==> config.mk <==
export PLATFORM = sky130hd
export DESIGN_NAME = ffha_ctrl
export DESIGN_NICKNAME = d
export VERILOG_FILES = /design/src/rtl/ffha_pkg.sv /design/src/rtl/ffha_ctrl.sv
export SDC_FILE = /design/constraint.sdc
export NUM_CORES = 1
export LEC_CHECK = 0
export CORE_AREA = 2 2 194 101
export CTS_CLUSTER_DIAMETER = 60
export DETAILED_ROUTE_END_ITERATION = 10
export DIE_AREA = 0 0 196 103
export DONT_BUFFER_PORTS = 1
export HOLD_SLACK_MARGIN = 0.03
export SYNTH_ARGS = -nofsm -noshare
export SYNTH_HDL_FRONTEND = slang
export SYNTH_SLANG_ARGS = --single-unit
==> constraint.sdc <==
create_clock -name i_clk -period 6.28 [get_ports i_clk]
set_input_delay 1.256 -clock i_clk [delete_from_list [all_inputs] [get_ports i_clk]]
set_output_delay 1.256 -clock i_clk [all_outputs]
set_load 0.01 [all_outputs]
==> src/rtl/ffha_pkg.sv <==
`default_nettype none
package ffha_pkg;

    localparam int ARENA_BYTES  = 4096;
    localparam int HEADER_BYTES = 16;
    localparam int AW           = 12;   // header offset
    localparam int LW           = 13;   // length and link

    localparam logic [2:0] ST_OK       = 3'd0;
    localparam logic [2:0] ST_ZERO     = 3'd1;
    localparam logic [2:0] ST_NOSPACE  = 3'd2;
    localparam logic [2:0] ST_NOTFOUND = 3'd3;
    localparam logic [2:0] ST_ISFREE   = 3'd4;

    typedef struct packed {
        logic [LW-1:0] len;
        logic          free;
        logic [LW-1:0] link;
    } t_hdr;

    typedef struct packed {
        logic          re;
        logic [AW-1:0] raddr;
        logic          we;
        logic [AW-1:0] waddr;
        t_hdr          wdata;
    } t_mem_req;

endpackage
`default_nettype wire

==> src/rtl/ffha_ctrl.sv <==
`default_nettype none
module ffha_ctrl (
    input  wire                 i_clk,
    input  wire                 i_rst_n,
    input  wire                 i_in_valid,
    output logic                o_in_stall,
    input  wire                 i_kind,
    input  wire [12:0]          i_req_size,
    input  wire [11:0]          i_req_addr,
    output ffha_pkg::t_mem_req  o_req,
    input  wire ffha_pkg::t_hdr i_q,
    output logic                o_res_valid,
    input  wire                 i_res_room,
    output logic [11:0]         o_res_addr,
    output logic [2:0]          o_res_status
);
    import ffha_pkg::*;

    localparam logic [3:0] S_IDLE   = 4'd0;
    localparam logic [3:0] S_INIT   = 4'd1;
    localparam logic [3:0] S_START  = 4'd2;
    localparam logic [3:0] S_WALK   = 4'd3;
    localparam logic [3:0] S_SPLIT  = 4'd4;
    localparam logic [3:0] S_FNEXT  = 4'd5;
    localparam logic [3:0] S_FWCUR  = 4'd6;
    localparam logic [3:0] S_FWPREV = 4'd7;
    localparam logic [3:0] S_DONE   = 4'd8;

    localparam logic [LW-1:0] END_LINK = LW'(ARENA_BYTES);
    localparam logic [LW-1:0] HDR_L    = LW'(HEADER_BYTES);
    localparam logic [AW-1:0] HDR_A    = AW'(HEADER_BYTES);

    logic [3:0]    r_state, n_state;
    logic          r_ready, n_ready;
    logic          r_kind;
    logic [LW-1:0] r_size;
    logic [AW-1:0] r_addr;
    logic [AW-1:0] r_cur, n_cur;
    t_hdr          r_cur_hdr, n_cur_hdr;
    logic [AW-1:0] r_prev, n_prev;
    t_hdr          r_prev_hdr, n_prev_hdr;
    logic          r_prev_ok, n_prev_ok;
    logic [2:0]    r_status, n_status;
    logic [AW-1:0] r_paddr, n_paddr;

    logic          accept;
    logic [LW-1:0] left;
    logic [13:0]   tail;
    logic [AW-1:0] target;

    assign accept = i_in_valid && (r_state == S_IDLE);
    assign left   = i_q.len - r_size;
    assign tail   = {2'b00, r_cur} + 14'(HEADER_BYTES) + {1'b0, r_size};
    assign target = r_addr - HDR_A;

    always_comb begin
        n_state    = r_state;
        n_ready    = r_ready;
        n_cur      = r_cur;
        n_cur_hdr  = r_cur_hdr;
        n_prev     = r_prev;
        n_prev_hdr = r_prev_hdr;
        n_prev_ok  = r_prev_ok;
        n_status   = r_status;
        n_paddr    = r_paddr;
        o_req      = '0;
        unique case (r_state)
            S_IDLE: begin
                if (accept) begin
                    n_state = r_ready ? S_START : S_INIT;
                end
            end
            S_INIT: begin
                // whole arena becomes one free block
                o_req.we         = 1'b1;
                o_req.waddr      = '0;
                o_req.wdata.len  = END_LINK - HDR_L;
                o_req.wdata.free = 1'b1;
                o_req.wdata.link = END_LINK;
                n_ready          = 1'b1;
                n_state          = S_START;
            end
            S_START: begin
                n_paddr   = '0;
                n_cur     = '0;
                n_prev_ok = 1'b0;
                if (!r_kind && r_size == '0) begin
                    n_status = ST_ZERO;
                    n_state  = S_DONE;
                end else if (r_kind && r_addr < HDR_A) begin
                    n_status = ST_NOTFOUND;
                    n_state  = S_DONE;
                end else begin
                    o_req.re    = 1'b1;
                    o_req.raddr = '0;
                    n_state     = S_WALK;
                end
            end
            S_WALK: begin
                if (!r_kind) begin
                    if (i_q.free && i_q.len >= r_size) begin
                        n_status = ST_OK;
                        n_paddr  = r_cur + HDR_A;
                        o_req.we = 1'b1;
                        if (left > HDR_L && tail[13:12] == 2'b00) begin
                            // write the free tail first, then the shrunk head
                            o_req.waddr      = tail[AW-1:0];
                            o_req.wdata.len  = left - HDR_L;
                            o_req.wdata.free = 1'b1;
                            o_req.wdata.link = i_q.link;
                            n_cur_hdr.len    = r_size;
                            n_cur_hdr.free   = 1'b0;
                            n_cur_hdr.link   = tail[LW-1:0];
                            n_state          = S_SPLIT;
                        end else begin
                            o_req.waddr      = r_cur;
                            o_req.wdata      = i_q;
                            o_req.wdata.free = 1'b0;
                            n_state          = S_DONE;
                        end
                    end else if (i_q.link >= END_LINK) begin
                        n_status = ST_NOSPACE;
                        n_state  = S_DONE;
                    end else begin
                        n_cur       = i_q.link[AW-1:0];
                        o_req.re    = 1'b1;
                        o_req.raddr = i_q.link[AW-1:0];
                    end
                end else if (r_cur == target) begin
                    if (i_q.free) begin
                        n_status = ST_ISFREE;
                        n_state  = S_DONE;
                    end else begin
                        n_cur_hdr      = i_q;
                        n_cur_hdr.free = 1'b1;
                        if (i_q.link < END_LINK) begin
                            o_req.re    = 1'b1;
                            o_req.raddr = i_q.link[AW-1:0];
                            n_state     = S_FNEXT;
                        end else begin
                            n_state = S_FWCUR;
                        end
                    end
                end else begin
                    n_prev     = r_cur;
                    n_prev_hdr = i_q;
                    n_prev_ok  = 1'b1;
                    if (i_q.link >= END_LINK) begin
                        n_status = ST_NOTFOUND;
                        n_state  = S_DONE;
                    end else begin
                        n_cur       = i_q.link[AW-1:0];
                        o_req.re    = 1'b1;
                        o_req.raddr = i_q.link[AW-1:0];
                    end
                end
            end
            S_SPLIT: begin
                o_req.we    = 1'b1;
                o_req.waddr = r_cur;
                o_req.wdata = r_cur_hdr;
                n_state     = S_DONE;
            end
            S_FNEXT: begin
                // absorb a free next block
                if (i_q.free) begin
                    n_cur_hdr.len  = r_cur_hdr.len + i_q.len + HDR_L;
                    n_cur_hdr.link = i_q.link;
                end
                n_state = S_FWCUR;
            end
            S_FWCUR: begin
                o_req.we    = 1'b1;
                o_req.waddr = r_cur;
                o_req.wdata = r_cur_hdr;
                n_status    = ST_OK;
                n_state     = (r_prev_ok && r_prev_hdr.free) ? S_FWPREV : S_DONE;
            end
            S_FWPREV: begin
                o_req.we         = 1'b1;
                o_req.waddr      = r_prev;
                o_req.wdata.len  = r_prev_hdr.len + r_cur_hdr.len + HDR_L;
                o_req.wdata.free = 1'b1;
                o_req.wdata.link = r_cur_hdr.link;
                n_state          = S_DONE;
            end
            S_DONE: begin
                if (i_res_room) begin
                    n_state = S_IDLE;
                end
            end
            default: begin
                n_state = S_IDLE;
            end
        endcase
    end

    always_ff @(posedge i_clk) begin
        if (!i_rst_n) begin
            r_state <= S_IDLE;
            r_ready <= 1'b0;
        end else begin
            r_state <= n_state;
            r_ready <= n_ready;
        end
        if (accept) begin
            r_kind <= i_kind;
            r_size <= i_req_size;
            r_addr <= i_req_addr;
        end
        r_cur      <= n_cur;
        r_cur_hdr  <= n_cur_hdr;
        r_prev     <= n_prev;
        r_prev_hdr <= n_prev_hdr;
        r_prev_ok  <= n_prev_ok;
        r_status   <= n_status;
        r_paddr    <= n_paddr;
    end

    assign o_in_stall   = (r_state != S_IDLE);
    assign o_res_valid  = (r_state == S_DONE);
    assign o_res_addr   = r_paddr;
    assign o_res_status = r_status;

endmodule
`default_nettype wire

==> out/results.txt, run 1 <==
Vert. Die Dim -> 103 um
sum of overflow across all layers after global routing -> 0
mean area per synthesized cell -> 9.81 um2
Worst Hold Path EP -> r_ready
most common flop cell mapped by yosys -> edfxtp_1
Worst Reg2Reg Path Length in Cells -> 14
die area -> 20,200 um2
residual antenna-violating net count after detailed routing -> 0
Final min period -> 5950 ps
final-stage net count -> 1,044
number of antenna violations at the first check in global routing -> 0
part of the Yosys area used for sequential elements -> 37.4%
transition at the pin with the smallest max-transition slack -> 1260 ps
post-route clock skew -> 11.6 ps
number of flip-flops and latches in the synthesized netlist -> 112
run status -> finished clean
Netlist Area Pre-Place -> 8850 um2
hold wc startpoint -> r_ready
postcts setup bufs -> 0
reg2reg setup slack -> 2250 ps
Resized cells post-CTS -> 0
Worst Path Class, Setup -> input port to output port
cell area power density -> 361 nW/um2
worst-skew pair later-pin latency -> 370 ps
Total Routing Usage GR -> 28.5%
fraction of synthesis flops using an asynchronous set or reset pin -> 0%
post-DP HPWL -> 21,900 um
CP startpoint kind -> input port
pre-CTS WS -> 450 ps
via count of the first global-routing pass -> 6,488
synth top area cells -> edfxtp_1, ha_1, mux2i_1, nand2_1, xnor2_1
worst hold stages -> 1
CTS Buffer Depth -> 2
fraction of layout cells with a size suffix above 1 -> 7.88%
cell type with the highest aggregate area in the netlist -> edfxtp_1
library cell used as clock root buffer -> clkbuf_16
Iter 0 DRT Violations -> 697
sink count of the clock tree -> 112
endpoint of the most critical register-to-register path -> r_cur_hdr[22]
number of enable-type register cells in the synthesized netlist -> 107
cts bufs inserted -> 9
total leakage power -> 3.75 nW
unrepaired setup endpoints after global routing -> no
fraction of the mapped netlist area in compound gates -> 18.7%
reg-to-reg critical path startpoint -> r_size[2]
CTS clock-pin slew for the worst setup and hold paths -> 80 ps
synthesis-to-finish area growth -> 6.71%
drt first pass iters -> 5
final hold viol count -> 0
number of warnings printed during yosys synthesis -> 0
CP arrival -> 4690 ps
fraction of the cycle the final worst path needs -> 94.7%
initial standard-cell utilization of the core -> 47.2%
adder and majority gate portion of the synthesized area -> 13.2%
wire length of the first global-routing pass -> 42,000 um
number of violations of the max-capacitance limit -> 0
Setup Viol. Count Final -> 0
post-DR wirelength/cell -> 24.8 um
CTS tree -> done
width of the die -> 196 um
Detailed Route WL -> 28,400 um
endpoint type of the worst setup path -> output port
Final Max Slew Viols -> 0
top fanout value on the critical path -> 10
Worst EP required -> 5020 ps
core outline area -> 18,700 um2
multiplexer fraction of the synthesized cell area -> 4.81%
Post-Synthesis Cells -> 902
number of DRC violations after detailed routing -> 0
net count after synthesis -> 1,050
Worst Setup Slack, final -> 330 ps
routability congestion estimate -> 0.946
relative max-transition margin -> 16.0%
I/O pin count -> 127
Simple-Gate Fraction of Synth Area -> 16.9%
area share of the largest cell type after synthesis -> 36.3%
xor/xnor share of the synthesized area -> 5.15%
largest family of logic cells by synthesized area -> compound AO/OA/AOI/OAI gates
placement row count -> 36
Port Buffer Count -> 0
ratio of routed vias to standard cells -> 6.25
summed negative setup slack over all endpoints -> 0 ps
achievable clock frequency -> 168 MHz
Antenna Cells -> 0
HP Class -> flip-flop to flip-flop
number of distinct library cell variants in the gate-level netlist after synthesis -> 84
vias -> 7,179
largest net degree at the start of global routing -> 27
tightest hold margin -> 504 ps
Max IR drop VDD -> 0.180 mV
Synth top cells by count -> edfxtp_1, ha_1, nand2_1, nor2_1, inv_1
count leader, synth -> edfxtp_1
hold-fix buffer count after cts -> 0
depth of the CTS H-tree -> 3
-- worst max-delay path, cell delays in order --
cell and delay, ps:
inv_1 80, ha_1 180, inv_1 60, fa_1 430
a211o_1 350, a21oi_1 190, ha_1 180, nand3_1 70
a211oi_1 340, o221ai_2 190, o311a_1 530, o22ai_4 500
a221o_1 330
-- layer usage --
layer	share of wire [%]	up-vias	track usage (%)	wire [um]
met5	0	-	0	0
met4	0.48	0	3.61	137
met3	12	12	9.49	3510
met2	35	340	33.9	9960
met1	52	3460	47.7	14800
li1	-	3367	-	-
-- state kept, by name, summed over array words and instances (netlist names) --
signal	cells
o_res_addr	12
o_res_status	3
r_addr	12
r_cur	12
r_cur_hdr	27
r_kind	1
r_prev	12
r_prev_hdr	14
r_prev_ok	1
r_ready	1
r_size	13
r_state	4
-- per-stage QoR --
stage	total power, mW	cells	util (%)	instance area [um2]
after global placement	2.78	1132	48.9	9160
after floorplan	2.32	902	-	8850
after global routing	3.61	1148	50.4	9450
final	3.41	1148	50.4	9450
after detailed placement	2.78	1132	48.9	9160
after CTS	3.36	1148	50.4	9450
-- cell type report --
cell class / count / area [um2]
Timing Repair Buffer: 19 / 143
Inverter: 48 / 180
Multi-Input combinational cell: 706 / 5210
Sequential cell: 112 / 3310
Tap cell: 247 / 309
Clock inverter: 7 / 63.8
Clock buffer: 9 / 225
Fill cell: 1733 / 9290
-- layout by cell type (no fill, tap or decap), types with 11 or more instances in the layout --
| master | n |
|---|---|
| a21o_1 | 11 |
| a21oi_1 | 38 |
| a22o_1 | 13 |
| and2_1 | 29 |
| and3_1 | 15 |
| buf_4 | 19 |
| edfxtp_1 | 107 |
| ha_1 | 87 |
| inv_1 | 47 |
| mux2i_1 | 38 |
| nand2_1 | 80 |
| nand3_1 | 19 |
| nor2_1 | 57 |
| nor2b_1 | 11 |
| nor3_1 | 26 |
| o21a_1 | 13 |
| o21ai_0 | 35 |
| o21ai_1 | 15 |
| xnor2_1 | 32 |
| xor2_1 | 20 |
-- worst max path at each step --
stage	start	end	slack, ps	cells after the start
final	i_q[14]	o_req[37]	330	13
after floorplan	i_q[14]	o_req[16]	1010	14
after global routing	i_q[14]	o_req[37]	130	13
after detailed placement	i_q[14]	o_req[37]	450	13
after CTS	i_q[14]	o_req[37]	430	13
after global placement	i_q[14]	o_req[37]	550	12
-- cell families (layout without fill, tap and decap cells) --
family          Yosys count  count (layout)
flops                   112             112
compound gates          226             226
buf+inv                  84              83
simple gates            295             295
xor+xnor                 52              52
mux                      42              42
fa+ha+maj                91              91
-- report_power, final --
| group | internal, mW | switching (mW) | leakage, nW |
|---|---|---|---|
| Combinational | 0.625 | 1.02 | 2.58 |
| Sequential | 0.991 | 0.180 | 1.03 |
| Clock | 0.279 | 0.309 | 0.136 |
(Power assumes the default switching activity.)
==> inputs of run 2 (changes only) <==
--- a/config.mk
+++ b/config.mk
@@ -11,6 +11,7 @@
 export DIE_AREA = 0 0 196 103
 export DONT_BUFFER_PORTS = 1
 export HOLD_SLACK_MARGIN = 0.03
+export MAX_ROUTING_LAYER = met4
 export SYNTH_ARGS = -nofsm -noshare
 export SYNTH_HDL_FRONTEND = slang
 export SYNTH_SLANG_ARGS = --single-unit
==> run 2 against run 1 <==
Against the previous run:
- non-clock buffer count grew 3
- hold slack worse by 5.9 ps
- clock power up 0.7%
- global-route usage up 0.66 points
- via count shrank 0.61%
- register-to-register slack got worse by 160 ps
- routed wire length fell by 1.0%
- design area increased by 0.23%
==> out/results.txt, run 2 (same netlist as run 1, synthesis figures left out) <==
die area -> 20,200 um2
core outline area -> 18,700 um2
placed inst area -> 9180 um2
post-route clock skew -> 7.92 ps
Cell Int Power -> 1.93 mW
final-stage net count -> 1,047
cts bufs inserted -> 9
HP Class -> flip-flop to flip-flop
commonest non-fill, non-tap cells in the layout -> edfxtp_1, ha_1, nand2_1, nor2_1, inv_1
number of violations of the max-capacitance limit -> 0
Total Routing Usage GR -> 29.2%
CTS Buffer Depth -> 2
proportion of power drawn by the clock network -> 17.4%
number of DRC violations after detailed routing -> 0
most frequent standard cell in the layout excluding fill and tap cells -> edfxtp_1
number of antenna violations at the first check in global routing -> 0
sink count of the clock tree -> 112
sum of overflow across all layers after global routing -> 0
residual antenna-violating net count after detailed routing -> 0
endpoint type of the worst setup path -> output port
total leakage power -> 3.76 nW
via count of the first global-routing pass -> 6,369
CTS clock-pin slew for the worst setup and hold paths -> 70 ps
cell area power density -> 360 nW/um2
Design Area, Final -> 9470 um2
relative max-transition margin -> 23.6%
Resized cells post-CTS -> 0
vias -> 7,135
unrepaired setup endpoints after global routing -> no
Setup Viol. Count Final -> 0
top fanout value on the critical path -> 10
post-DP HPWL -> 21,900 um
largest net degree at the start of global routing -> 27
depth of the CTS H-tree -> 3
summed negative setup slack over all endpoints -> 0 ps
pre-CTS WS -> 413 ps
final hold viol count -> 0
Port Buffer Count -> 0
initial standard-cell utilization of the core -> 47.2%
synthesis-to-finish area growth -> 6.96%
Antenna Cells -> 0
max reg flops -> 27
Worst Path Class, Setup -> input port to output port
Worst Setup Slack, final -> 339 ps
post-DR wirelength/cell -> 24.5 um
achievable clock frequency -> 168 MHz
library cell used as clock root buffer -> clkbuf_16
Comb pwr share -> 48.2%
top flop regs -> r_cur_hdr (27), r_prev_hdr (14), r_size (13)
Vert. Die Dim -> 103 um
fraction of layout cells with a size suffix above 1 -> 7.86%
I/O pin count -> 127
worst-skew pair later-pin latency -> 370 ps
Iter 0 DRT Violations -> 943
drt first pass iters -> 5
Detailed Route WL -> 28,100 um
wire length of the first global-routing pass -> 41,400 um
transition at the pin with the smallest max-transition slack -> 1150 ps
switching component of the power -> 1.48 mW
placement row count -> 36
hold-fix buffer count after cts -> 0
fraction of the cycle the final worst path needs -> 94.6%
CP arrival -> 4690 ps
Final min period -> 5940 ps
Max IR drop VDD -> 0.187 mV
Placed Cells -> 1,135
postcts setup bufs -> 0
Final Max Slew Viols -> 0
CTS tree -> done
run status -> finished clean
share of total power in sequential cells -> 34.4%
Worst EP required -> 5020 ps
count of non-filler cells in the finished layout -> 1,150
routability congestion estimate -> 0.972
CP startpoint kind -> input port
width of the die -> 196 um
net switching share of the total power -> 43.4%
ratio of routed vias to standard cells -> 6.20
largest reg by FF count -> r_cur_hdr
[run 2: cell types whose count changed in the layout (fill, tap and decap cells not counted), sizes merged]
| cell | delta |
|---|---|
| clkinv | -1 |
| bufinv | +1 |
| clkbuf | +2 |
| clkinvlp | -1 |
| buf | +3 |
| inv | -2 |
[run 2: path summary, 6_finish.rpt]
| path | startpoint | to | slack [ps] | cells after the start |
|---|---|---|---|---|
| setup / recovery | i_q[14] | o_req[37] | 340 | 13 |
| hold / removal | r_ready | r_ready | 500 | 1 |
| hold reg to reg | r_ready | r_ready | 500 | 1 |
| setup reg to reg | r_size[8] | r_cur_hdr[21] | 2090 | 12 |
[run 2: per-layer routing]
layer / GRT usage [%] / vias to the layer above / share of wire [%]
met2: 33.1 / 327 / 35
met3: 8.44 / 19 / 10
li1: - / 3364 / -
met5: - / - / 0
met1: 48.0 / 3425 / 54
met4: 4.37 / 0 / 0.80
[run 2: critical path: stages]
cell and delay [ps]:
inv_1 50, ha_1 160, inv_1 50, fa_1 420, a211o_1 340, a21oi_1 190
ha_1 190, nand3_1 70, a211oi_1 370, o221ai_2 190, o311a_1 550, o22ai_4 500
a221o_1 330
[run 2: final cells by class]
type,count,area (um2)
Tap cell,247,309
Clock inverter,4,55.1
Sequential cell,112,3310
Timing Repair Buffer,22,165
Clock buffer,11,233
Fill cell,1746,9270
Inverter,48,180
Multi-Input combinational cell,706,5210
[run 2: power by group through the flow]
stage | sequential [mW] | combinational (mW) | clock, mW
floorplan | 1.08 | 1.24 | 0
global placement | 1.18 | 1.60 | 0
detailed placement | 1.18 | 1.60 | 0
CTS | 1.17 | 1.61 | 0.601
global route | 1.19 | 1.79 | 0.626
finish | 1.17 | 1.64 | 0.592
[run 2: per-stage QoR]
step	hold WS (ps)	utilization [%]	power (mW)
CTS	496	50.5	3.37
detailed placement	478	49.0	2.78
global placement	477	49.0	2.78
global route	536	50.5	3.61
finish	498	50.5	3.41
floorplan	452	-	2.32
==> inputs of run 3 (changes only) <==
--- a/config.mk
+++ b/config.mk
@@ -5,11 +5,11 @@
 export SDC_FILE = /design/constraint.sdc
 export NUM_CORES = 1
 export LEC_CHECK = 0
-export CORE_AREA = 2 2 194 101
+export BUFFER_PORTS_ARGS = -buffer_cell sky130_fd_sc_hd__buf_2
+export CORE_AREA = 2 2 202 105
 export CTS_CLUSTER_DIAMETER = 60
 export DETAILED_ROUTE_END_ITERATION = 10
-export DIE_AREA = 0 0 196 103
-export DONT_BUFFER_PORTS = 1
+export DIE_AREA = 0 0 204 107
 export HOLD_SLACK_MARGIN = 0.03
 export MAX_ROUTING_LAYER = met4
 export SYNTH_ARGS = -nofsm -noshare
==> run 3 against run 2 <==
Against the previous run:
- sequential power is essentially flat
- via count grew 7.6%
- design area grew 6.6%
- count of clock-buffer cells in the layout shrank 1
- register-to-register slack lost 360 ps
- routed wire length grew 3.2%
- critical path type unchanged
==> out/results.txt, run 3 (same netlist as run 1, synthesis figures left out) <==
depth of the CTS H-tree -> 3
Iter 0 DRT Violations -> 1,007
Vert. Die Dim -> 107 um
Worst EP required -> 5020 ps
max reg flops -> 27
commonest non-fill, non-tap cells in the layout -> buf_2, edfxtp_1, ha_1, nand2_1, nor2_1
largest reg by FF count -> r_cur_hdr
Max IR drop VDD -> 0.153 mV
HP Class -> flip-flop to flip-flop
ratio of routed vias to standard cells -> 5.92
fillers -> 1,892
post-route clock skew -> 13.6 ps
cell area power density -> 343 nW/um2
sum of overflow across all layers after global routing -> 0
initial standard-cell utilization of the core -> 44.1%
largest stage delay on the critical path -> 440 ps
worst-skew pair later-pin latency -> 370 ps
relative max-transition margin -> 17.8%
largest net degree at the start of global routing -> 27
top cell family by delay on the critical path -> compound AO/OA/AOI/OAI gates
number of violations of the max-capacitance limit -> 0
Crit-path slowest cell -> fa_1
Setup Viol. Count Final -> 0
core outline area -> 20,100 um2
CTS clock-pin slew for the worst setup and hold paths -> 80 ps
Antenna Cells -> 0
number of DRC violations after detailed routing -> 0
CP arrival -> 4760 ps
fraction of layout cells with a size suffix above 1 -> 18.8%
Final Max Slew Viols -> 0
routability congestion estimate -> 0.944
Final min period -> 6010 ps
placement row count -> 37
area used by sequential logic in the layout -> 3310 um2
wire length of the first global-routing pass -> 43,500 um
synthesis-to-finish area growth -> 14.0%
cts bufs inserted -> 9
top flop regs -> r_cur_hdr (27), r_prev_hdr (14), r_size (13)
post-DR wirelength/cell -> 22.4 um
Total Routing Usage GR -> 27.8%
reg2reg setup slack -> 1730 ps
fraction of the cycle the final worst path needs -> 95.8%
endpoint type of the worst setup path -> output port
transition at the pin with the smallest max-transition slack -> 1230 ps
Design Area, Final -> 10,100 um2
top fanout value on the critical path -> 10
CTS tree -> done
post-DP HPWL -> 22,500 um
CTS Buffer Depth -> 2
die area -> 21,800 um2
number of antenna violations at the first check in global routing -> 0
Port Buffer Count -> 126
final hold viol count -> 0
CP Cell Sequence -> buf_2, inv_1, ha_1, inv_1, fa_1, a211o_1, a21oi_1, ha_1, nand3_1, a211oi_1, o221ai_2, o311a_1, o22ai_4, a221o_1, buf_2
run status -> finished clean
via count of the first global-routing pass -> 7,072
critical path buffer and inverter count -> 4
drt first pass iters -> 5
summed negative setup slack over all endpoints -> 0 ps
most frequent standard cell in the layout excluding fill and tap cells -> buf_2
achievable clock frequency -> 166 MHz
Worst Path Class, Setup -> input port to output port
CP startpoint kind -> input port
width of the die -> 204 um
unrepaired setup endpoints after global routing -> no
total leakage power -> 4.32 nW
residual antenna-violating net count after detailed routing -> 0
sink count of the clock tree -> 112
hold-fix buffer count after cts -> 0
vias -> 7,680
placed inst area -> 9810 um2
postcts setup bufs -> 0
final-stage net count -> 1,167
multi-input logic area -> 5210 um2
I/O pin count -> 127
Detailed Route WL -> 29,000 um
Resized cells post-CTS -> 0
library cell used as clock root buffer -> clkbuf_16
[run 3: final timing paths]
check / startpoint / end / cells after the start
max: i_q[14] / o_req[38] / 15
min: r_ready / r_ready / 1
max reg2reg: r_size[0] / r_cur_hdr[23] / 14
min reg2reg: r_ready / r_ready / 1
[run 3: routing by layer]
| metal | vias to the layer above | global-route usage, % | part of all wire (%) |
|---|---|---|---|
| li1 | 3603 | - | - |
| met1 | 3663 | 45.6 | 52 |
| met2 | 399 | 33.2 | 36 |
| met3 | 15 | 6.75 | 12 |
| met4 | 0 | 3.88 | 0.61 |
| met5 | - | - | 0 |
[run 3: cell type report]
cell class,instances,area share (%)
multi-input combinational,706,51.6
sequential,112,32.8
timing repair buffer,142,7.56
tap,273,3.39
clock buffer,10,2.27
inverter,48,1.79
clock inverter,6,0.508
[run 3: power by group]
group / leakage [nW] / total (mW) / internal (mW) / switching (mW)
Sequential: 1.03 / 1.16 / 0.989 / 0.167
Clock: 0.139 / 0.576 / 0.276 / 0.300
Combinational: 3.15 / 1.73 / 0.679 / 1.05
Total: 4.32 / 3.46 / 1.94 / 1.52
[run 3: through the flow]
stage / util, % / total power, mW / hold slack, ps / std cells / setup slack, ps
5_1_grt: 50.2 / 3.67 / 538 / 1297 / 105
3_3_place_gp: 48.8 / 2.85 / 475 / 1281 / 451
4_1_cts: 50.2 / 3.42 / 501 / 1297 / 347
2_1_floorplan: - / 2.32 / 452 / 902 / 1010
3_5_place_dp: 48.8 / 2.85 / 485 / 1281 / 370
6_report: 50.2 / 3.46 / 505 / 1297 / 265
